==> src/rtl/core/iprm_pkg.sv <==
// Shared types and constants for the ICMP probe reply matcher.
// No dependencies; iprm_capture, iprm_verdict and the top level import this package.
`default_nettype none

package iprm_pkg;

  localparam logic [7:0] TYPE_TIME_EXCEEDED = 8'd11;
  localparam logic [7:0] TYPE_UNREACH       = 8'd3;
  localparam logic [7:0] PROTO_UDP          = 8'd17;

  // Outer source address sits at packet bytes 12..15
  localparam logic [7:0] SRC_FIRST = 8'd12;
  localparam logic [7:0] SRC_LAST  = 8'd15;

  // Offsets relative to the outer and inner header lengths
  localparam logic [7:0] ICMP_HDR_LEN   = 8'd8;
  localparam logic [7:0] PROTO_OFFSET   = 8'd9;
  localparam logic [7:0] PORT_HI_OFFSET = 8'd2;
  localparam logic [7:0] PORT_LO_OFFSET = 8'd3;
  localparam logic [8:0] MIN_INNER_LEN  = 9'd20;
  localparam logic [8:0] UDP_HDR_LEN    = 9'd8;

  typedef enum logic [2:0] {
    ST_MATCHED     = 3'd0,
    ST_SHORT_HDR   = 3'd1,
    ST_OTHER_TYPE  = 3'd2,
    ST_SHORT_QUOTE = 3'd3,
    ST_NOT_UDP     = 3'd4,
    ST_SHORT_INNER = 3'd5,
    ST_OUTSIDE     = 3'd6,
    ST_DUPLICATE   = 3'd7
  } status_t;

  // Field values as they stand after the current byte has been captured
  typedef struct packed {
    logic [8:0]  len;
    logic [5:0]  outer_hlen;
    logic [5:0]  quoted_hlen;
    logic [7:0]  icmp_type;
    logic [7:0]  icmp_code;
    logic [31:0] src;
    logic [7:0]  proto;
    logic [15:0] port;
  } capture_t;

  typedef struct packed {
    status_t     status;
    logic [5:0]  slot;
    logic [31:0] source_addr;
    logic        reached;
    logic [7:0]  icmp_code;
  } result_t;

endpackage

`default_nettype wire

==> src/rtl/core/iprm_in_if.sv <==
// Input channel of the probe reply matcher: packet bytes and batch starts.
// Valid/ready handshake; no package dependency.
`default_nettype none

interface iprm_in_if;
  logic        valid;
  logic        ready;
  logic        func;
  logic [7:0]  data_byte;
  logic        last_byte;
  logic [15:0] batch_port;

  modport source (output valid, func, data_byte, last_byte, batch_port, input ready);
  modport sink   (input valid, func, data_byte, last_byte, batch_port, output ready);
endinterface

`default_nettype wire

==> src/rtl/core/iprm_out_if.sv <==
// Output channel of the probe reply matcher: one verdict per packet.
// Valid/ready handshake; no package dependency.
`default_nettype none

interface iprm_out_if;
  logic        valid;
  logic        ready;
  logic [2:0]  status;
  logic [5:0]  slot;
  logic [31:0] source_addr;
  logic        reached;
  logic [7:0]  icmp_code;

  modport source (output valid, status, slot, source_addr, reached, icmp_code, input ready);
  modport sink   (input valid, status, slot, source_addr, reached, icmp_code, output ready);
endinterface

`default_nettype wire

==> src/rtl/core/icmp_probe_reply_matcher_top.sv <==
// ICMP probe reply matcher, top level: input register, capture, verdict,
// result register. Depends on iprm_pkg, iprm_in_if, iprm_out_if, iprm_capture, iprm_verdict.
//
// Feed a received IPv4 packet one byte per item on pkt, with last_byte set on its final
// byte; a func=1 item starts a new probe batch at batch_port and drops any partial packet,
// which then gives no verdict. Each packet closed by its last byte yields exactly one verdict
// item on the verdict channel, offered from the result register once its last byte has left the
// input register. The block takes one item every cycle unless a waiting verdict stalls it:
// each byte passes through an input register, byte-position compares and field capture, and
// a result register. While a verdict waits in the result register and verdict.ready is low, the
// input register holds and pkt.ready drops once it is occupied. SLOTS sets the probe window size
// (1 to 64 ports) and the number of received marks. No clearing pass is needed after reset.
`default_nettype none

module icmp_probe_reply_matcher_top
  import iprm_pkg::*;
#(
  parameter int SLOTS = 16
) (
  input  wire logic  clk,
  input  wire logic  rst,
  iprm_in_if.sink    pkt,
  iprm_out_if.source verdict
);

  logic        s1_valid;
  logic        s1_func;
  logic [7:0]  s1_data_byte;
  logic        s1_last_byte;
  logic [15:0] s1_batch_port;

  logic    out_valid;
  result_t out_res;

  logic     out_free;
  logic     step;
  capture_t cap;
  logic     res_valid;
  result_t  res;

  assign out_free  = !out_valid || verdict.ready;
  assign step      = s1_valid && out_free;
  assign pkt.ready = !s1_valid || out_free;

  iprm_capture u_capture (
    .clk       (clk),
    .rst       (rst),
    .step      (step),
    .func      (s1_func),
    .data_byte (s1_data_byte),
    .last_byte (s1_last_byte),
    .cap       (cap)
  );

  iprm_verdict #(
    .SLOTS (SLOTS)
  ) u_verdict (
    .clk        (clk),
    .rst        (rst),
    .step       (step),
    .func       (s1_func),
    .last_byte  (s1_last_byte),
    .batch_port (s1_batch_port),
    .cap        (cap),
    .res_valid  (res_valid),
    .res        (res)
  );

  always_ff @(posedge clk) begin
    if (rst) begin
      s1_valid <= 1'b0;
    end else if (pkt.ready) begin
      s1_valid <= pkt.valid;
    end
  end

  always_ff @(posedge clk) begin
    if (pkt.valid && pkt.ready) begin
      s1_func       <= pkt.func;
      s1_data_byte  <= pkt.data_byte;
      s1_last_byte  <= pkt.last_byte;
      s1_batch_port <= pkt.batch_port;
    end
  end

  always_ff @(posedge clk) begin
    if (rst) begin
      out_valid <= 1'b0;
    end else if (step && res_valid) begin
      out_valid <= 1'b1;
    end else if (verdict.ready) begin
      out_valid <= 1'b0;
    end
  end

  always_ff @(posedge clk) begin
    if (step && res_valid) begin
      out_res <= res;
    end
  end

  assign verdict.valid       = out_valid;
  assign verdict.status      = out_res.status;
  assign verdict.slot        = out_res.slot;
  assign verdict.source_addr = out_res.source_addr;
  assign verdict.reached     = out_res.reached;
  assign verdict.icmp_code   = out_res.icmp_code;

endmodule

`default_nettype wire

==> src/rtl/core/iprm_capture.sv <==
// Byte-position capture of header fields for the probe reply matcher.
// Depends on iprm_pkg (capture_t and offset constants).
`default_nettype none

module iprm_capture
  import iprm_pkg::*;
(
  input  wire logic       clk,
  input  wire logic       rst,
  input  wire logic       step,
  input  wire logic       func,
  input  wire logic [7:0] data_byte,
  input  wire logic       last_byte,
  output capture_t        cap
);

  logic [7:0]  byte_count, byte_count_next;
  logic [5:0]  outer_hlen, outer_hlen_next;
  logic [31:0] src_capture, src_capture_next;
  logic [7:0]  type_capture, type_capture_next;
  logic [7:0]  code_capture, code_capture_next;
  logic [5:0]  quoted_hlen, quoted_hlen_next;
  logic [7:0]  proto_capture, proto_capture_next;
  logic [15:0] port_capture, port_capture_next;

  logic [7:0] p;
  logic [7:0] inner_pos;
  logic [7:0] port_base;

  always_comb begin
    p = byte_count;

    outer_hlen_next = (p == 8'd0) ? {data_byte[3:0], 2'b00} : outer_hlen;
    type_capture_next = (p == {2'b00, outer_hlen_next}) ? data_byte : type_capture;
    code_capture_next = (p == {2'b00, outer_hlen_next} + 8'd1) ? data_byte : code_capture;
    src_capture_next = (p >= SRC_FIRST && p <= SRC_LAST) ?
                       {src_capture[23:0], data_byte} : src_capture;

    inner_pos = {2'b00, outer_hlen_next} + ICMP_HDR_LEN;
    quoted_hlen_next = (p == inner_pos) ? {data_byte[3:0], 2'b00} : quoted_hlen;
    proto_capture_next = (p == inner_pos + PROTO_OFFSET) ? data_byte : proto_capture;

    port_base = inner_pos + {2'b00, quoted_hlen_next};
    port_capture_next = port_capture;
    if (p == port_base + PORT_HI_OFFSET) begin
      port_capture_next[15:8] = data_byte;
    end
    if (p == port_base + PORT_LO_OFFSET) begin
      port_capture_next[7:0] = data_byte;
    end

    // Batch start and end of packet both restart the byte position
    if (func || last_byte) begin
      byte_count_next = 8'd0;
    end else if (byte_count == 8'hff) begin
      byte_count_next = byte_count;
    end else begin
      byte_count_next = byte_count + 8'd1;
    end
  end

  always_comb begin
    cap.len         = {1'b0, p} + 9'd1;
    cap.outer_hlen  = outer_hlen_next;
    cap.quoted_hlen = quoted_hlen_next;
    cap.icmp_type   = type_capture_next;
    cap.icmp_code   = code_capture_next;
    cap.src         = src_capture_next;
    cap.proto       = proto_capture_next;
    cap.port        = port_capture_next;
  end

  always_ff @(posedge clk) begin
    if (rst) begin
      byte_count    <= '0;
      outer_hlen    <= '0;
      src_capture   <= '0;
      type_capture  <= '0;
      code_capture  <= '0;
      quoted_hlen   <= '0;
      proto_capture <= '0;
      port_capture  <= '0;
    end else if (step) begin
      byte_count <= byte_count_next;
      if (!func) begin
        outer_hlen    <= outer_hlen_next;
        src_capture   <= src_capture_next;
        type_capture  <= type_capture_next;
        code_capture  <= code_capture_next;
        quoted_hlen   <= quoted_hlen_next;
        proto_capture <= proto_capture_next;
        port_capture  <= port_capture_next;
      end
    end
  end

endmodule

`default_nettype wire

==> src/rtl/core/iprm_verdict.sv <==
// Verdict logic, probe window and received marks of the probe reply matcher.
// Depends on iprm_pkg (capture_t, result_t, status codes).
`default_nettype none

module iprm_verdict
  import iprm_pkg::*;
#(
  parameter int SLOTS = 16
) (
  input  wire logic        clk,
  input  wire logic        rst,
  input  wire logic        step,
  input  wire logic        func,
  input  wire logic        last_byte,
  input  wire logic [15:0] batch_port,
  input  capture_t         cap,
  output logic             res_valid,
  output result_t          res
);

  localparam int SLOT_W = (SLOTS > 1) ? $clog2(SLOTS) : 1;

  logic [15:0]      window_start;
  logic [SLOTS-1:0] received_marks;

  logic [8:0]        hl9;
  logic [16:0]       diff;
  logic              outside;
  logic [SLOT_W-1:0] idx;
  logic              matched;

  always_comb begin
    hl9     = {3'b000, cap.outer_hlen};
    diff    = {1'b0, cap.port} - {1'b0, window_start};
    outside = diff[16] || (diff[15:0] >= 16'(SLOTS));
    idx     = diff[SLOT_W-1:0];

    res     = '0;
    matched = 1'b0;
    priority if (cap.len < hl9 + {1'b0, ICMP_HDR_LEN}) begin
      res.status = ST_SHORT_HDR;
    end else if (cap.icmp_type != TYPE_TIME_EXCEEDED && cap.icmp_type != TYPE_UNREACH) begin
      res.status = ST_OTHER_TYPE;
    end else if (cap.len < hl9 + {1'b0, ICMP_HDR_LEN} + MIN_INNER_LEN) begin
      res.status = ST_SHORT_QUOTE;
    end else if (cap.proto != PROTO_UDP) begin
      res.status = ST_NOT_UDP;
    end else if (cap.len < hl9 + {1'b0, ICMP_HDR_LEN} + {3'b000, cap.quoted_hlen}
                           + UDP_HDR_LEN) begin
      res.status = ST_SHORT_INNER;
    end else if (outside) begin
      res.status = ST_OUTSIDE;
    end else if (received_marks[idx]) begin
      res.status = ST_DUPLICATE;
    end else begin
      matched         = 1'b1;
      res.status      = ST_MATCHED;
      res.slot        = diff[5:0];
      res.source_addr = cap.src;
      res.reached     = (cap.icmp_type == TYPE_UNREACH);
      res.icmp_code   = cap.icmp_code;
    end

    res_valid = step && !func && last_byte;
  end

  always_ff @(posedge clk) begin
    if (rst) begin
      window_start   <= '0;
      received_marks <= '0;
    end else if (step && func) begin
      window_start   <= batch_port;
      received_marks <= '0;
    end else if (res_valid && matched) begin
      received_marks[idx] <= 1'b1;
    end
  end

endmodule

`default_nettype wire

==> src/flat_wrapper.sv <==
// flat-port wrapper written by rule: the top's interface ports become plain ports
module icmp_probe_reply_matcher_top_flat import iprm_pkg::*;
#(
  parameter int SLOTS = 16
)
  (clk, rst, pkt_valid, pkt_func, pkt_data_byte, pkt_last_byte, pkt_batch_port, pkt_ready, verdict_valid, verdict_status, verdict_slot, verdict_source_addr, verdict_reached, verdict_icmp_code, verdict_ready);
  iprm_in_if pkt_i ();
  iprm_out_if verdict_i ();
  input  wire logic clk;
  input  wire logic rst;
  input wire logic [$bits(pkt_i.valid)-1:0] pkt_valid;
  input wire logic [$bits(pkt_i.func)-1:0] pkt_func;
  input wire logic [$bits(pkt_i.data_byte)-1:0] pkt_data_byte;
  input wire logic [$bits(pkt_i.last_byte)-1:0] pkt_last_byte;
  input wire logic [$bits(pkt_i.batch_port)-1:0] pkt_batch_port;
  output wire logic [$bits(pkt_i.ready)-1:0] pkt_ready;
  output wire logic [$bits(verdict_i.valid)-1:0] verdict_valid;
  output wire logic [$bits(verdict_i.status)-1:0] verdict_status;
  output wire logic [$bits(verdict_i.slot)-1:0] verdict_slot;
  output wire logic [$bits(verdict_i.source_addr)-1:0] verdict_source_addr;
  output wire logic [$bits(verdict_i.reached)-1:0] verdict_reached;
  output wire logic [$bits(verdict_i.icmp_code)-1:0] verdict_icmp_code;
  input wire logic [$bits(verdict_i.ready)-1:0] verdict_ready;
  assign pkt_i.valid = pkt_valid;
  assign pkt_i.func = pkt_func;
  assign pkt_i.data_byte = pkt_data_byte;
  assign pkt_i.last_byte = pkt_last_byte;
  assign pkt_i.batch_port = pkt_batch_port;
  assign pkt_ready = pkt_i.ready;
  assign verdict_valid = verdict_i.valid;
  assign verdict_status = verdict_i.status;
  assign verdict_slot = verdict_i.slot;
  assign verdict_source_addr = verdict_i.source_addr;
  assign verdict_reached = verdict_i.reached;
  assign verdict_icmp_code = verdict_i.icmp_code;
  assign verdict_i.ready = verdict_ready;
  icmp_probe_reply_matcher_top #(.SLOTS(SLOTS)) u_core (.clk(clk), .rst(rst), .pkt(pkt_i), .verdict(verdict_i));
endmodule
==> config.mk <==
export PLATFORM = sky130hd
export DESIGN_NAME = icmp_probe_reply_matcher_top_flat
export DESIGN_NICKNAME = d
export VERILOG_FILES = /design/src/rtl/core/iprm_pkg.sv /design/src/rtl/core/iprm_in_if.sv /design/src/rtl/core/iprm_out_if.sv /design/src/rtl/core/icmp_probe_reply_matcher_top.sv /design/src/rtl/core/iprm_capture.sv /design/src/rtl/core/iprm_verdict.sv /design/src/flat_wrapper.sv
export SDC_FILE = /design/constraint.sdc
export NUM_CORES = 1
export LEC_CHECK = 0
export ABC_CLOCK_PERIOD_IN_PS = 21200
export BUFFER_PORTS_ARGS = -buffer_cell sky130_fd_sc_hd__buf_2
export CORE_UTILIZATION = 55
export CTS_CLUSTER_SIZE = 40
export DETAILED_ROUTE_END_ITERATION = 12
export MAX_ROUTING_LAYER = met4
export PLACE_DENSITY = 0.76
export REMOVE_ABC_BUFFERS = 1
export SYNTH_ARGS = -nofsm -noshare
export SYNTH_HDL_FRONTEND = slang
export SYNTH_HIERARCHICAL = 1
export SYNTH_SLANG_ARGS = --single-unit
==> constraint.sdc <==
create_clock -name clk -period 21.2 [get_ports clk]
set_clock_uncertainty 0.2 [all_clocks]
set_input_delay 4.24 -clock clk [delete_from_list [all_inputs] [get_ports clk]]
set_output_delay 4.24 -clock clk [all_outputs]
set_load 0.02 [all_outputs]
After elaboration in Yosys (flattened, before gate mapping)

Cells that the tools add are included.

Order comparisons: 8
Bitwise logic cells: 2
Muxes and demuxes: 29
Equality and inequality tests: 12
Add/sub/neg operators: 13
Reductions and logical operators: 24

Operator list:

| cell                                                                                 | count |
|---|---|
| 8-bit 2-to-1 mux                                                                     | 7 |
| 32-bit 2-to-1 mux                                                                    | 1 |
| 9-bit < comparator                                                                   | 3 |
| 8-bit equality test                                                                  | 3 |
| 16-bit by 16-bit subtractor with 17-bit output                                       | 1 |
| 7-bit by 6-bit adder with 8-bit output                                               | 2 |
| 8-bit by 2-bit adder with 8-bit output, second input constant                        | 2 |
| 8-bit by 7-bit equality test with 1-bit output                                       | 2 |
| 16-bit by 5-bit greater-or-equal comparator with 1-bit output, second input constant | 1 |
| 16-bit OR                                                                            | 1 |
| 6-bit by 4-bit adder with 7-bit output, second input constant                        | 2 |
| 3-bit 2-to-1 mux                                                                     | 4 |
| 6-bit 2-to-1 mux                                                                     | 2 |
| 1-bit 2-to-1 mux                                                                     | 11 |
| 1-bit logical AND                                                                    | 10 |
| 8-bit by 1-bit adder with 9-bit output, second input constant                        | 1 |
| 8-bit by 4-bit adder with 9-bit output, second input constant                        | 1 |
| 9-bit by 5-bit adder with 9-bit output, second input constant                        | 1 |
| 7-bit by 4-bit adder with 8-bit output, second input constant                        | 1 |
| 8-bit by 1-bit adder with 8-bit output, second input constant                        | 1 |
| 8-bit by 2-bit equality test with 1-bit output, second input constant                | 1 |
| 8-bit by 6-bit equality test with 1-bit output                                       | 1 |
| 8-bit equality test, second input constant                                           | 1 |
| 8-bit by 4-bit greater-or-equal comparator with 1-bit output, second input constant  | 1 |
| other kinds (20)                                                                     | 27 |

Register bits after elaboration: 202
Word-level logic and storage cells: 110

Longest topological paths before layout

Gate-level depths: netlist of run 1.

Depth after elaboration: 20
Gate-level depth with buffers: 40
Depth with buffers taken out: 36

Cells and area by module

The synthesis of run 1 kept the hierarchy.

By module, submodules not included:

| module                       | times used | cells each | seq. area each (um^2) | area an instance (um^2) |
|---|---|---|---|---|
| iprm_capture                 | 1          | 684        | 1841.8                | 6010.8 |
| iprm_verdict                 | 1          | 516        | 640.6                 | 3806.2 |
| icmp_probe_reply_matcher_top | 1          | 87         | 2322.2                | 2384.8 |

Worst setup path before layout of run 1

Ideal clock, no wire load.

Path type: flip-flop to flip-flop
Start: reg u_core.u_capture.byte_count[0]
End: reg u_core.u_verdict.received_marks[10]
Clock period less this slack: 9.526 ns
Arrival: 9.259 ns
Stages on the path, launching flop included: 39
Slack: 11.674 ns
Path buffers: 5
Required time: 20.933 ns
Cells stage by stage: dfxtp_1 -> clkbuf_1 -> inv_1 -> ha_1 -> or3b_2 -> clkbuf_1 -> nor2_4 -> mux2i_1 -> inv_2 -> ha_1 -> xnor2_1 -> a2111oi_0 -> nand2b_1 -> nor3_1 -> mux2_2 -> ha_1 -> xor2_1 -> inv_1 -> [... 3 more ...] -> nor3_1 -> a31oi_1 -> or4_1 -> nor2_2 -> mux2_2 -> inv_1 -> ha_1 -> fa_1 -> clkbuf_1 -> mux2_2 -> a221oi_1 -> a21oi_1 -> mux2i_1 -> o311ai_1 -> or4_1 -> buf_2 -> buf_6 -> o21ai_2

RTL lines:

| item                            | RTL line           | source |
|---|---|---|
| from (decl)                     | iprm_capture.sv:17 | `logic [7:0] byte_count, byte_count_next;` |
| from (signal assigned)          | iprm_capture.sv:84 | `byte_count <= byte_count_next;` |
| to (signal assigned)            | iprm_verdict.sv:70 | `received_marks <= '0;` |
| to (signal assigned)            | iprm_verdict.sv:73 | `received_marks <= '0;` |
| to (signal, indexed assignment) | iprm_verdict.sv:75 | `received_marks[idx] <= 1'b1;` |
| to (decl)                       | iprm_verdict.sv:24 | `logic [SLOTS-1:0] received_marks;` |

==> results of run 1 <==
[final timing paths]
path	to	slack, ps
worst max-delay path	u_core/u_verdict/received_marks[0]$_SDFFE_PP0P_	10260
worst min-delay path	u_core/u_verdict/window_start[3]$_SDFFE_PP0P_	250
worst max register to register	u_core/u_verdict/received_marks[0]$_SDFFE_PP0P_	10260
worst min register to register	u_core/u_verdict/window_start[3]$_SDFFE_PP0P_	250
[logic make-up after synthesis]
| kind of cell | after synthesis |
|---|---|
| muxes | 130 |
| xor gates and xnor gates | 51 |
| and+or+nand+nor | 495 |
| other | 2 |
| AOI/OAI and AO/OA | 205 |
| DFF | 202 |
| adders and majority gates | 65 |
| buffers and inverters | 137 |
[critical path: cells and delay by family (launching register included)]
kind / cells / cell delay, ps
compound gates: 7 / 1710
flops: 1 / 400
xor+xnor: 3 / 660
mux: 5 / 1650
simple gates: 8 / 3610
fa+ha+maj: 6 / 2120
buf+inv: 4 / 470
[synthesized netlist by cell type, types with 5 or more instances]
cell,instances,area (um^2)
o21ai_0,28,140
edfxtp_1,76,2280
and2_1,49,307
and3_1,12,75.1
a31oi_1,5,31.3
inv_1,62,233
nand3_1,23,115
mux2_2,80,901
nand2b_1,58,363
buf_6,5,56.3
clkbuf_1,46,173
a21o_1,8,60.1
nand2_1,104,390
nand3b_1,6,45.0
o21a_1,12,90.1
mux2i_1,50,500
xor2_1,26,228
buf_1,7,26.3
a211oi_1,11,82.6
o21ai_2,11,96.3
buf_2,12,60.1
nor3_1,50,250
ha_1,62,776
or4_1,11,82.6
o31ai_1,5,37.5
nor2b_1,15,93.8
a2111oi_0,5,43.8
o22ai_1,6,37.5
nor2_1,109,409
a21oi_1,58,290
xnor2_1,23,201
dfxtp_1,126,2520
or3_1,7,43.8
nor3b_1,11,82.6
[area by class of cell]
class | instances | area [um^2] | area share
clock buffers | 32 | 638 | 0.0476
repair buffers | 91 | 483 | 0.0360
clock inverters | 8 | 55.1 | 0.00411
flip-flops and latches | 202 | 4800 | 0.358
multi-input cells | 949 | 6840 | 0.510
inverters | 63 | 236 | 0.0176
well taps | 280 | 350 | 0.0261
[where the power goes]
part,total (mW),switching (mW),internal [mW]
registers,0.419,0.00784,0.411
logic,0.122,0.0740,0.0479
clock network,0.365,0.156,0.209
total,0.906,0.237,0.669
[state kept, by name, summed over array words and instances, names as in the netlist]
name and flops:
u_core/u_capture/src_capture 32, u_core/verdict.source_addr 32, u_core/s1_batch_port 16, u_core/u_capture/port_capture 16, u_core/u_verdict/received_marks 16, u_core/u_verdict/window_start 16, u_core/s1_data_byte 8, u_core/u_capture/byte_count 8
u_core/u_capture/code_capture 8, u_core/u_capture/proto_capture 8, u_core/u_capture/type_capture 8, u_core/verdict.icmp_code 8, u_core/u_capture/outer_hlen 6, u_core/u_capture/quoted_hlen 6, u_core/verdict.slot 6, u_core/verdict.status 3
u_core/s1_func 1, u_core/s1_last_byte 1, u_core/s1_valid 1, u_core/verdict.reached 1, u_core/verdict.valid 1
[cell usage in the layout (no fill, tap or decap), types with 11 or more instances in the layout]
cell type  instances
inv_1             62
xor2_1            26
ha_1              62
buf_4             11
and3_1            12
o21a_1            12
o21ai_2           11
nor3_1            50
xnor2_1           23
o21ai_0           27
or4_1             11
nand2_1          104
mux2i_1           50
a211oi_1          11
dfxtp_1          126
edfxtp_1          76
nor2b_1           13
nand2b_1          58
nor2_1           109
clkbuf_16         22
and2_1            49
mux2_2            80
buf_2             80
nor3b_1           11
a21oi_1           58
nand3_1           23
[metal layers]
metal  track usage  wire length (um)  vias to the layer above
li1              -                 -                     4652
met1         0.321             12400                     4505
met2         0.425             13300                      312
met3        0.0325              1650                       67
met4         0.102               957                        0
met5             -                 0                        -
[stage by stage]
step,utilization,total power [mW]
floorplan,-,0.513
global placement,0.584,0.545
detailed placement,0.584,0.547
CTS,0.616,0.913
global route,0.616,0.940
finish,0.616,0.906
==> impl_results.md, run 1 <==
- Status: finished clean
- Period utilization: 0.516
- N_diodes: 0
- CTS clk-pin slew, worst paths: 60 ps
- Initial Utilization: 0.561
- #FFs+latches synth: 202
- Peak VDD IR: 0.0581 mV
- Largest net degree at the start of global routing: 105
- Drt first pass iters: 5
- DRT antenna net count: 0
- Post-synth cell types: 88
- Max incr delay on CP: approximately 980 ps
- Die ar.: 22800 um^2
- Die height: 151 um
- Yosys Warn Count: 6
- Sequential fraction of the synthesis area: 0.394
- Main synth FF type: dfxtp_1
- Worst-skew pair later-pin latency: 510 ps
- WHS: approximately 250 ps
- Fillers: 1847
- Initial drt markers: 549
- Power per cell area: 67.6 nW/um^2
- Tmin final: 10940 ps
- Critical path capture point type: register
- Resized cells post-CTS: 0
- HP Class: reg -> reg
- Final slew viol count: 0
- CP Class: reg -> reg
- Placed cell count: roughly 1600
- Post CTS Setup Buffer Count: 0
- Number of synthesized flops with an enable pin: 76
- # IOs: 82
- Synth Area in XOR/XNOR: 0.0390
- First-pass GRT wire length: 45.6 mm
- Post-Syn Area: around 12000 um^2
- Required @ worst endpoint: 21430 ps
- Layout Cells excl Fill: 1625
- Total CTS buffers: 22
- Fin Setup TNS: 0 ps
- Data arrival, critical path: 11180 ps
- Post-Syn Instances: ~1300
- Cells on Worst Hold Path: 2
- Routed Wire Length: ~28 mm
- Slew headroom: 0.290
- CTS tree: done
- Final instance area: 13400 um^2
- Syn_area_per_cell: 9.48 um^2
- Core ar.: 21800 um^2
- Hold buffers post-CTS: 0
- Die Wd: 151 um
- Async SR Flop Fraction: 0
- WL/cell: between 15 and 20 um
- Residual DRC count: 0
- Worst-Margin Slew: approximately 1100 ps
- CP most frequent cell: ha_1
- Total grt overflow: 0
- Setup WS post-layout: 10260 ps
- Vias per Instance: 5.87
- Crit-path max FO: 16
- Post-synthesis compound-gate area fraction: 0.120
- Setup Slack @ Placement: around 10000 ps
- Final net count: 1424
- Reg2Reg Depth: 33
- Pleak: 5.46 nW
- Synth Area in Adders: 0.0685
- Clock Tree Root: clkbuf_16
- Area added between synthesis and finish: 9.87%
- CP Launch Point: u_core/u_capture/byte_count[0]$_SDFFE_PP0P_
- RSZ-0062 raised after global routing: no
- CTS H-tree lvls: 1
- Initial antenna violation count: 0
- GRT Util Overall: 0.258
- FP Rows: between 50 and 60
- Hold Vio Cnt, Final: 0
- Vias: around 9500
- Routability Congestion: 1.03
- Clk sink count: 202
- CTS Buffer Depth: 3
- Worst r2r src: u_core/u_capture/byte_count[0]$_SDFFE_PP0P_
- Final Setup Violations: 0
- Vias in the first global route: 9201
- Fmax: 91.4 MHz
- PortBufs: 81
- Max_cap viols: 0
- Main combinational cell family by area after synthesis: simple AND/OR/NAND/NOR gates
- Detail Placement HPWL: roughly 20 mm
- Worst setup SP type: register
- Crit-path slowest cell: or4_1
- Layout cells sized above 1: 0.178
- Post-synthesis mux area share: 0.115
- Critical hold path startpoint: u_core/u_verdict/window_start[3]$_SDFFE_PP0P_
- Post-Place Cell Area: 12700 um^2
- Simple-gate share of the synthesized area: 0.216
(Power assumes the default switching activity.)
==> run 2, diff against run 1 <==
Settings changed: ABC_CLOCK_PERIOD_IN_PS 21200 to 9000, PLACE_DENSITY 0.76 to 0.78.
Clock period 21.2 ns to 9 ns, I/O delays scaled along.
==> impl_results.md, run 2 (synthesis results as in run 1) <==
- R2R Path End: u_core/verdict.slot[0]$_DFFE_PP_
- Final design utilization: 0.644 (+0.0277)
- Status: finished, violations left
- Max incr delay on CP: 580 ps (-400 ps)
- CTS H-tree lvls: 1 (unchanged)
- Vias in the first global route: 9387 (+2.0%)
- Final Power: 2.16 mW (+140%)
- Clock Tree Root: clkbuf_16
- Worst-skew pair later-pin latency: 510 ps (about the same)
- Commonest non-fill, non-tap cell in the layout: dfxtp_1
- Final Setup Violations: 0 (unchanged)
- Largest net degree at the start of global routing: 91 (-13%)
- Worst setup SP type: register
- Routability Congestion: 1.03 (+0.46%)
- Routed Wire Length: 30.1 mm (+6.2%)
- Fin Setup TNS: 0 ps (unchanged)
- Layout Cells excl Fill: 1669 (+2.7%)
- Die height: 151 um (unchanged)
- Reg2Reg Setup Slack: 280 ps (-9970 ps)
- Drt first pass iters: 9 (+4)
- First-pass GRT wire length: 47.2 mm (+3.6%)
- Crit-path slowest cell: or4_4
- Clk sink count: 202 (unchanged)
- Pleak: 5.71 nW (+4.7%)
- Worst r2r src: u_core/u_capture/byte_count[1]$_SDFFE_PP0P_
- Vias: 9824 (+3.0%)
- Die ar.: 22800 um^2 (unchanged)
- DRT antenna net count: 0 (unchanged)
- CTS clk-pin slew, worst paths: 60 ps (about the same)
- Required @ worst endpoint: 9160 ps (-12270 ps)
- # IOs: 82 (unchanged)
- Detail Placement HPWL: 21.0 mm (+5.4%)
- HP Class: reg -> reg
- WHS: 255 ps (+1.49 ps)
- Fmax: 115 MHz (+26%)
- Period utilization: 0.969 (+0.452)
- WL/cell: 18.0 um (+3.4%)
- Total grt overflow: 0 (unchanged)
- Multi-input gate area: 7090 um^2 (+3.7%)
- Critical path capture point type: register
- Fillers: 1775 (-3.9%)
- Initial drt markers: 631 (+15%)
- CP Launch Point: u_core/u_capture/byte_count[1]$_SDFFE_PP0P_
- Placed cell count: 1621 (+2.3%)
- PortBufs: 81 (unchanged)
- Final net count: 1468 (+3.1%)
- Crit-path max FO: 23 (+7)
- Tmin final: 8720 ps (-2230 ps)
- CP Class: reg -> reg
- FP Rows: 54 (unchanged)
- Hold buffers post-CTS: 0 (unchanged)
- Max_cap viols: 0 (unchanged)
- CTS tree: done
- Vias per Instance: 5.89 (+0.30%)
- Peak VDD IR: 0.147 mV (+150%)
- N_diodes: 0 (unchanged)
- Final slew viol count: 0 (unchanged)
- Initial antenna violation count: 0 (unchanged)
- Core ar.: 21800 um^2 (unchanged)
- Power per cell area: 154 nW/um^2 (+130%)
- Worst-Margin Slew: 989 ps (-66.7 ps)
- Hold Vio Cnt, Final: 0 (unchanged)
- Die Wd: 151 um (unchanged)
- Critical Path Sink: u_core/verdict.slot[0]$_DFFE_PP_
- Data arrival, critical path: 8870 ps (-2310 ps)
- Failing checks: design-rule violations
- Layout cells sized above 1: 0.228 (+0.0491)
- Most frequent cells in the layout: 126 x dfxtp_1, 109 x nor2_1, 103 x nand2_1
- CTS Buffer Depth: 3 (unchanged)
- Initial Utilization: 0.561 (unchanged)
- Slew headroom: 0.338 (+0.0479)
- Total CTS buffers: 22 (unchanged)
- Reg area: 4800 um^2 (unchanged)
- Critical hold path startpoint: u_core/u_verdict/window_start[4]$_SDFFE_PP0P_
- Area added between synthesis and finish: 14.8%
- Reg2Reg Depth: 37 (+12%)
- GRT Util Overall: 0.269 (+0.0113)
- Residual DRC count: 1 (+1)
==> run 2: cell type report <==
type                       instances  area share
multi-input combinational        950       0.506
sequential                       202       0.343
timing repair buffer             134      0.0602
clock buffer                      35      0.0464
tap                              280      0.0250
inverter                          63      0.0169
clock inverter                     5     0.00241
==> run 2: worst min-delay path by stage <==
| stage | endpoint | slack, ps | depth (start not counted) |
|---|---|---|---|
| after detailed placement | u_core/u_verdict/received_marks[10]$_SDFFE_PP0P_ | 240 | 2 |
| final | u_core/u_verdict/window_start[4]$_SDFFE_PP0P_ | 260 | 2 |
| after global placement | u_core/u_verdict/received_marks[5]$_SDFFE_PP0P_ | 230 | 2 |
| after global routing | u_core/u_verdict/received_marks[7]$_SDFFE_PP0P_ | 270 | 2 |
| after CTS | u_core/u_verdict/received_marks[10]$_SDFFE_PP0P_ | 250 | 2 |
| after floorplan | u_core/u_verdict/received_marks[0]$_SDFFE_PP0P_ | 220 | 2 |
==> run 2: critical path, delay by kind of cell (launching register included) <==
family / cells / cell delay (ps)
xor+xnor: 3 / 410
fa+ha+maj: 5 / 1230
simple gates: 12 / 2960
flops: 1 / 310
compound gates: 5 / 960
mux: 4 / 1330
buf+inv: 8 / 1130
==> run 2: timing repair <==
action / CTS / global route
buffers inserted: 0 / 6
setup endpoints to repair: 64 / 64
resized for setup: 14 / 38
pin swaps: 2 / 11
gates cloned: 1 / 1
==> run 2: per-stage QoR <==
stage	setup WS, ps	cell area [um^2]
after detailed placement	-215	13000
final	282	14000
after global placement	136	13000
after global routing	-64.2	14000
after CTS	72.1	13700
after floorplan	-937	11900
==> run 2: report_power, final <==
part           total (mW)  internal, mW  switching (mW)
combinational       0.319         0.132           0.187
clock               0.850         0.496           0.355
sequential          0.989         0.969          0.0195
==> run 2: metal layers <==
metal | GRT usage | up-vias | wire length (um) | share of wire
met2 | 0.452 | 312 | 14600 | 0.49
met5 | - | - | 0 | 0
met3 | 0.0349 | 72 | 1630 | 0.054
li1 | - | 4727 | - | -
met1 | 0.331 | 4713 | 13000 | 0.43
met4 | 0.0965 | 0 | 874 | 0.029
